**src/rtl/apg_pkg.sv**
```systemverilog
// ----------------------------------------------------------------------------
// apg_pkg
// Shared types, constants and codes for the arc point generator.
// ----------------------------------------------------------------------------
package apg_pkg;

    localparam int MAX_SEGMENTS_DEF    = 63;
    localparam int COORD_FRAC_BITS_DEF = 16;

    localparam logic [16:0] FULL_TURN  = 17'd65536;
    localparam logic [32:0] TWO_PI_Q30 = 33'd6746518852;
    localparam int          TAYLOR_TERMS = 23;

    localparam logic [1:0] REG_RADIUS   = 2'd0;
    localparam logic [1:0] REG_SEGMENTS = 2'd1;
    localparam logic [1:0] REG_SPAN     = 2'd2;

    typedef enum logic [3:0] {
        ST_IDLE,
        ST_ANGLE,
        ST_DIV,
        ST_TERM_MUL,
        ST_TERM_DIV,
        ST_TRIG_ROUND,
        ST_EMIT,
        ST_ROT_A,
        ST_ROT_B,
        ST_ROT_C,
        ST_ROT_D
    } apg_state_t;

endpackage

```
**src/rtl/apg_mul.sv**
```systemverilog
// ----------------------------------------------------------------------------
// apg_mul
// Shared registered signed multiplier, 33 by 33 bits.
// ----------------------------------------------------------------------------
module apg_mul
(
    input  logic               clk,
    input  logic signed [32:0] a,
    input  logic signed [32:0] b,
    output logic signed [65:0] p
);
    import apg_pkg::*;

    logic signed [65:0] p_reg;

    always_ff @(posedge clk)
    begin
        p_reg <= 66'(a) * 66'(b);
    end

    assign p = p_reg;
endmodule

```
**config.mk**
```make
export PLATFORM = sky130hd
export DESIGN_NAME = apg_mul
export DESIGN_NICKNAME = d
export VERILOG_FILES = /design/src/rtl/apg_pkg.sv /design/src/rtl/apg_mul.sv
export SDC_FILE = /design/constraint.sdc
export NUM_CORES = 2
export LEC_CHECK = 0
export BUFFER_PORTS_ARGS = -buffer_cell sky130_fd_sc_hd__buf_2
export CORE_UTILIZATION = 35
export DETAILED_ROUTE_END_ITERATION = 8
export GPL_TIMING_DRIVEN = 1
export SETUP_SLACK_MARGIN = 0.3
export SYNTH_ARGS = -nofsm -noshare
export SYNTH_HDL_FRONTEND = slang
export SYNTH_SLANG_ARGS = --single-unit
```
**constraint.sdc**
```tcl
create_clock -name clk -period 7.73 [get_ports clk]
set_input_delay 0 -clock clk [delete_from_list [all_inputs] [get_ports clk]]
set_output_delay 0 -clock clk [all_outputs]
set_load 0.05 [all_outputs]
```
==> flow_metrics.py <==
metrics = {
    "clock_network": {
        "cts-root-buf": "clkbuf_16",
        "htree_levels": 3,
        "cts_buffer_depth": 2,
        "clkSlewWorstSetupHoldPaths_ps": 70,
        "cts-buffers-inserted": 9,
        "clock-sinks": 66,
        "cts_hold_buf": 0,
        "cts_tree": "built",
    },
    "setup_path": {
        "crit_top_cell": "fa_1",
        "critPathLaunchType": "primary input",
        "worstPathMaxFanout": 23,
        "crit_buf_inv": 9,
        "cp.required_ps": 8020,
        "slowest_stage": "fa_1",
        "cp_slowest_stage_delay_ps": 560,
        "crit_arrival_ps": 7470,
        "startpoint": "b[7]",
        "critical-path-top-delay-family": "adder cells",
        "end_kind": "flip-flop",
        "worstSetupPathType": "in2reg",
    },
    "detailed_routing": {
        "num_vias": 28453,
        "drtIter0Drc": 1211,
        "vias_per_cell": 4.76,
        "dr.pass1.iters": 7,
        "drt-total-wl_um": 110000,
        "drc_errors": 0,
        "antenna_left": 0,
        "routedWlPerCell_um": 18.4,
    },
    "sta": {
        "finalCriticalPeriod_ps": 7180,
        "hold_viol": 0,
        "period_share_pct": 92.9,
        "slew_headroom_pct": 48.1,
        "holdWs_ps": 211,
        "fmax_mhz": 139,
        "setup_viol": 0,
        "grt_setup_unrepaired": "yes",
        "maxSlewViolCount": 0,
        "worst_slack_ps": 546,
        "tightestPinTransition_ps": 778,
    },
    "synthesis": {
        "async_reset_ff_share_pct": 0,
        "synth_area_leaders": "fa_1 56%, inv_1 10%, and2_1 8.6%",
        "post-synth-top-count-cell": "fa_1",
        "synth_edf_count": 0,
        "syn_inst": 4338,
        "synth_top_area_cell": "fa_1",
        "yosysTopAreaCellShare_pct": 56.3,
        "synth_nets": 5767,
        "ys_warn_count": 0,
        "synthTopCellsByCount": "1,145 x fa_1, 1,131 x inv_1, 562 x and2_1",
        "synth-seq-cells": 66,
        "avgSynthCellArea_um2": 9.39,
        "synth_area_um2": 40700,
        "synthFlopType": "dfxtp_1",
        "ys_seq_area_share_pct": 3.24,
        "netlist-cell-type-count": 80,
    },
    "global_route": {
        "grt_pass1_vias": 32093,
        "gr-total-overflow": 0,
        "antenna_found_initial": 16,
        "grt_max_degree": 34,
        "grt_pass1_wl_um": 182000,
        "gr-usage-all-layers_pct": 20.1,
    },
    "floorplan": {
        "rows": 124,
        "dieArea_um2": 118000,
        "die_x_um": 343,
        "io_pins": 133,
        "start_util_pct": 35.5,
        "die_h_um": 343,
        "core_area_um2": 115000,
    },
    "place": {
        "dp_slack_ps": -386,
        "hpwl_um": 95200,
        "port-buffer-count": 132,
        "globalplace.congestion": 0.883,
    },
    "layout": {
        "largest_reg_flops": 66,
        "fillerInstances": 11609,
        "nets": 5890,
        "drive_above_1_share_pct": 8.87,
        "syn_to_final_growth_pct": 9.33,
    },
    "status": {
        "status": "finished, final reports clean",
    },
    "flow_run": {
        "maxCapViolCount": 0,
    },
    "min_path": {
        "hp-class": "in2reg",
        "hp-start": "b[0]",
    },
}
-- layout by cell type (no fill, tap or decap), drive strengths merged, types with 3 or more instances in the layout --
cell type	n
o21bai	11
clkinv	5
a211oi	11
dfxtp	66
o31ai	7
or2	3
xor2	25
and2	563
a21oi	61
a31oi	9
fa	1145
nor4	3
a221oi	3
o211ai	5
a211o	6
nor2	68
and4	5
o21a	6
nand2b	12
o21ai	33
inv	1131
diode	4
and3	6
nand2	551
a21o	38
ha	217
xnor2	43
buf	322
a21boi	3
nand4	12
or3	3
nand3	26
nor3	7
clkbuf	20
nor2b	5
-- worst min-delay path, delay by kind of cell --
kind                   cells  cell delay, ps
buffers and inverters      2             380
and+or+nand+nor            1             170
-- path summary, 6_finish.rpt --
path                       endpoint  slack (ps)  cells after the start
worst max-delay path  p[57]$_DFF_P_         550                     27
worst min-delay path   p[0]$_DFF_P_         210                      3
-- timing repair --
item / CTS / global route
pin swaps: 0 / 4
setup endpoints to repair: 3 / 10
gates resized for setup: 2 / 23
endpoints found under the hold margin: 0 / 0
setup buffers: 0 / 3
-- stage by stage --
step,setup TNS (ps),util (%),cell area [um^2],instances
2_1_floorplan,0,-,40700,4338
3_3_place_gp,-867,38.4,44100,5959
3_5_place_dp,-1200,38.4,44100,5959
4_1_cts,0,38.7,44400,5975
5_1_grt,0,38.8,44500,5981
6_report,0,38.8,44500,5982
-- final cells by class --
type | count | area (um^2) | share of cell area [%]
multi-input combinational | 2920 | 34400 | 77.2
inverter | 1131 | 4250 | 9.53
timing repair buffer | 333 | 2400 | 5.39
tap | 1512 | 1890 | 4.25
sequential | 66 | 1320 | 2.97
clock buffer | 9 | 225 | 0.506
clock inverter | 7 | 70.1 | 0.157
antenna | 4 | 10.0 | 0.0225
-- kinds of logic after synthesis --
logic type | Yosys count | synth area share, %
compound gates | 219 | 4.07
xor+xnor | 68 | 1.46
fa+ha+maj | 1362 | 62.9
flops | 66 | 3.24
simple gates | 1271 | 15.8
buf+inv | 1352 | 12.5
-- layer usage --
metal  up-vias  part of all wire [%]  GRT usage (%)
li1      12582                     -              -
met5         -                  0.10              0
met1     15034                    41           26.2
met3       141                   5.8           3.32
met4        18                   2.9           6.02
met2       678                    50           34.1
Power is left out: the tool's default activity adds up to more than one toggle a clock period on the data nets, which glitch-free logic cannot reach.
