<file path="config.mk">
export PLATFORM = sky130hd
export DESIGN_NAME = apg_divider
export DESIGN_NICKNAME = d
export VERILOG_FILES = /design/src/rtl/apg_pkg.sv /design/src/rtl/apg_divider.sv
export SDC_FILE = /design/constraint.sdc
export NUM_CORES = 1
export LEC_CHECK = 0
export ABC_AREA = 0
export BUFFER_PORTS_ARGS = -buffer_cell sky130_fd_sc_hd__buf_2
export CAP_MARGIN = 25
export CORE_MARGIN = 4
export CORE_UTILIZATION = 54
export DETAILED_ROUTE_END_ITERATION = 8
export PLACE_DENSITY = 0.85
export SYNTH_ARGS = -nofsm -noshare
export SYNTH_HDL_FRONTEND = slang
export SYNTH_SLANG_ARGS = --single-unit
</file>
<file path="constraint.sdc">
create_clock -name clk -period 4.5 [get_ports clk]
set_clock_uncertainty 0.2 [all_clocks]
set_input_delay 0.45 -clock clk [delete_from_list [all_inputs] [get_ports clk]]
set_output_delay 0.45 -clock clk [all_outputs]
set_load 0.01 [all_outputs]
</file>
<file path="src/rtl/apg_pkg.sv">
// ----------------------------------------------------------------------------
// apg_pkg
// Shared types, constants and codes for the arc point generator.
// ----------------------------------------------------------------------------
package apg_pkg;

    localparam int MAX_SEGMENTS_DEF    = 63;
    localparam int COORD_FRAC_BITS_DEF = 16;

    localparam logic [16:0] FULL_TURN  = 17'd65536;
    localparam logic [32:0] TWO_PI_Q30 = 33'd6746518852;
    localparam int          TAYLOR_TERMS = 23;

    localparam logic [1:0] REG_RADIUS   = 2'd0;
    localparam logic [1:0] REG_SEGMENTS = 2'd1;
    localparam logic [1:0] REG_SPAN     = 2'd2;

    typedef enum logic [3:0] {
        ST_IDLE,
        ST_ANGLE,
        ST_DIV,
        ST_TERM_MUL,
        ST_TERM_DIV,
        ST_TRIG_ROUND,
        ST_EMIT,
        ST_ROT_A,
        ST_ROT_B,
        ST_ROT_C,
        ST_ROT_D
    } apg_state_t;

endpackage

</file>
<file path="src/rtl/apg_divider.sv">
// ----------------------------------------------------------------------------
// apg_divider
// Restoring divider, one quotient bit per cycle; unsigned 40 by 6 bits.
// ----------------------------------------------------------------------------
module apg_divider
(
    input  logic                  clk,
    input  logic                  rst_n,
    input  logic                  start,
    input  logic [39:0]           dividend,
    input  logic [5:0]            divisor,
    output logic                  done,
    output logic [39:0]           quotient
);
    import apg_pkg::*;

    logic [39:0] quo_reg, quo_next;
    logic [6:0]  rem_reg, rem_next;
    logic [5:0]  cnt_reg, cnt_next;
    logic        run_reg, run_next;
    logic        done_reg, done_next;
    logic [6:0]  trial;

    always_comb
    begin
        quo_next  = quo_reg;
        rem_next  = rem_reg;
        cnt_next  = cnt_reg;
        run_next  = run_reg;
        done_next = 1'b0;
        trial     = {rem_reg[5:0], quo_reg[39]};
        if (start)
        begin
            quo_next = dividend;
            rem_next = '0;
            cnt_next = 6'd40;
            run_next = 1'b1;
        end
        else if (run_reg)
        begin
            if (trial >= {1'b0, divisor})
            begin
                rem_next = trial - {1'b0, divisor};
                quo_next = {quo_reg[38:0], 1'b1};
            end
            else
            begin
                rem_next = trial;
                quo_next = {quo_reg[38:0], 1'b0};
            end
            cnt_next = cnt_reg - 6'd1;
            if (cnt_reg == 6'd1)
            begin
                run_next  = 1'b0;
                done_next = 1'b1;
            end
        end
    end

    always_ff @(posedge clk or negedge rst_n)
    begin
        if (!rst_n)
        begin
            run_reg  <= 1'b0;
            done_reg <= 1'b0;
            cnt_reg  <= '0;
        end
        else
        begin
            run_reg  <= run_next;
            done_reg <= done_next;
            cnt_reg  <= cnt_next;
        end
    end

    always_ff @(posedge clk)
    begin
        quo_reg <= quo_next;
        rem_reg <= rem_next;
    end

    assign done     = done_reg;
    assign quotient = quo_reg;
endmodule

</file>
==> results.md <==
- Max_slew headroom: 54.9%
- Max Slew Vio Count: 0
- P_leak: 1.43 nW
- Post-route ant nets: 0
- Fillers: approximately 350
- WL/cell: 14.6 um
- Gr ovfl total: 0
- Synth top area share: 45.9%
- RSZ-0062 raised after global routing: false
- Post-route cell area: about 0.0032 sq mm
- Status: finished clean
- Worst Setup Start Kind: flip-flop
- Row count: 25
- Synth cell count leaders: edfxtp_1 (40), mux2_2 (40), nor2_1 (16)
- Syn Std Cell Area: 0.00262 sq mm
- Compound-cell area share of the yosys netlist: 6.02%
- Simple-gate area share of the yosys netlist: 6.17%
- Crit path DAT: 2.27 ns
- # clock sinks: 54
- Hold EP: quotient[33]
- Antenna violations before repair: 0
- Synth warn: 0
- Placer Congestion: 0.791
- CTS tree: built
- Setup bufs post-CTS: 0
- Crit path kind: reg2reg
- Number of remaining DRC errors: 0
- Largest net degree at the start of global routing: 41
- # H-tree levels: 2
- Reg2reg path depth: 9
- Net Count, Synth: 250
- Req. time, crit path: 4.53 ns
- Peak VDD IR: 0.336 mV
- Post-synthesis mux area share: 19.3%
- FMAX: 445 MHz
- Vias in the first global route: ~1800
- Least-Margin Pin Slew: 0.677 ns
- PD cells: 419 mW/mm^2
- DR vias: 1753
- Ranking of synthesized cells by area: edfxtp_1 (46%), mux2_2 (17%), dfrtp_1 (7.6%)
- Final Critical Period: 2.25 ns
- # hold bufs at CTS: 1
- XOR/XNOR Fraction of Synth Area: 2.34%
- Final setup viols: 0
- Distinct cells, synth: 39
- Final hold slack: ~0.24 ns
- Worst Hold Class: in2reg
- Setup TNS: 0 ns
- # port buffers: 89
- Cell count after synthesis: about 190
- Reg2reg start: quotient[39]
- Fraction of layout cells with a size suffix above 1: between 50% and 60%
- Largest register FFs: 40
- Cells resized by post-CTS repair: 0
- Antenna cells: 0
- Clock Latency Late Sink: 0.31 ns
- Post-synth EDFFs: 40
- Critical Path End Type: flip-flop
- Hold_sp: dividend[33]
- Num CTS Buffers: 5
- First-pass GRT wire length: 8300 um
- Overall power: 1.36 mW
- Leading area contributor after synthesis: edfxtp_1
- Final hold viol count: 0
- Fraction of the mapped netlist area in adder cells: 4.59%
- Placed inst area: 0.00312 sq mm
- Share of flip-flops with an asynchronous set or reset: 14.8%
- Initial DRC Count: 130
- Most used DFF post-synth: edfxtp_1
- Register area share after synthesis: around three fifths
- DR pass1 iterations: 6
- Vias per cell: 5.01
- Reg clk slew, reported paths: 0.10 ns
- Die Y: 77.6 um
- Worst reg2reg setup slack: approximately 2.3 ns
- Tcrit/Tclk final: 49.9%
- HPWL after detailed placement: approximately 3800 um
- Root buf cell: clkbuf_8
- Gr usage total: 17.6%
- Critical R2R Capture: rem_reg[4]
- Largest family of logic cells by synthesized area: multiplexers
- Core ar.: 0.00472 sq mm
- Syn avg cell area: around 14 sq um
- Synthesis-stage register bit count: 54
- Layout Area Growth over Synthesis: 23.6%
- # IOs: 90
- Starting Density: between 50 and 60%
- Critical path fanouts, max: 3
- Nets: 340
- Final wirelength: 5120 um
- Hold Crit Depth: 2
- Max-cap viol count: 0
- Die Area: 0.00602 sq mm
- Clock buffer depth: 2
- Die W: ~78 um
==> worst max-delay path by stage <==
stage,to,start,cells after the start,slack (ns)
global placement,rem_reg[0],divisor[2],8,2.17
floorplan,quotient[0],start,4,1.98
finish,rem_reg[4],quotient[39],9,2.25
CTS,rem_reg[4],quotient[39],9,2.25
global route,rem_reg[4],quotient[39],9,2.03
detailed placement,rem_reg[0],divisor[2],8,2.07
==> cells in the final DEF (no fill, tap or decap), drive strengths merged, types with 2 or more instances in the layout <==
cell type	Yosys	final
buf	5	91
mux2	41	41
edfxtp	40	40
nor2	16	16
inv	13	13
ha	8	8
dfrtp	8	8
clkbuf	4	7
dfxtp	6	6
a21oi	6	6
a211oi	6	6
o21ai	5	5
nand2	4	4
mux2i	4	4
xnor2	4	4
xor2	3	3
nand2b	2	2
==> through the flow <==
step / util, % / std cells / worst slack, ns
2_1_floorplan: - / 192 / 1.98
3_3_place_gp: 66.1 / 341 / 2.17
3_5_place_dp: 66.1 / 341 / 2.07
6_report: 68.5 / 350 / 2.25
4_1_cts: 68.5 / 350 / 2.25
5_1_grt: 68.5 / 350 / 2.03
==> critical path: stages, from the launching register on <==
cell and delay, ns:
edfxtp_1 0.39, inv_1 0.10, ha_1 0.18, inv_1 0.05
fa_1 0.39, a21o_2 0.20, a21oi_1 0.18, xnor2_1 0.15
mux2i_1 0.09, a211oi_1 0.23
==> area by class of cell <==
type | instances | area (sq um) | area share, %
Timing Repair Buffer | 92 | 470 | 14.5
Clock inverter | 1 | 7.51 | 0.232
Multi-Input combinational cell | 116 | 1010 | 31.1
Sequential cell | 54 | 1520 | 47.0
Tap cell | 67 | 83.8 | 2.59
Clock buffer | 7 | 97.6 | 3.02
Inverter | 13 | 48.8 | 1.51
==> per-layer routing <==
layer / part of all wire (%) / global-route usage (%) / vias up
met5: 0 / 0 / -
met3: 4.7 / 4.76 / 8
met2: 51 / 28.9 / 53
li1: - / - / 878
met1: 43 / 22.8 / 814
met4: 1.5 / 5.52 / 0
==> where the power goes <==
| group | total (mW) | leakage [nW] | internal (mW) | switching, mW |
|---|---|---|---|---|
| Sequential | 0.667 | 0.568 | 0.619 | 0.0480 |
| Clock | 0.297 | 0.0496 | 0.144 | 0.153 |
| Combinational | 0.393 | 0.814 | 0.200 | 0.193 |
==> kinds of logic (layout without fill, tap and decap cells) <==
family                     count (synthesis)  in the layout
buffers and inverters                     22            113
xor gates and xnor gates                   7              7
adders and majority gates                  9              9
muxes                                     45             45
DFF                                       54             54
and+or+nand+nor                           32             32
AOI/OAI and AO/OA                         23             23
Note: power is estimated with default switching activity, not from simulation.
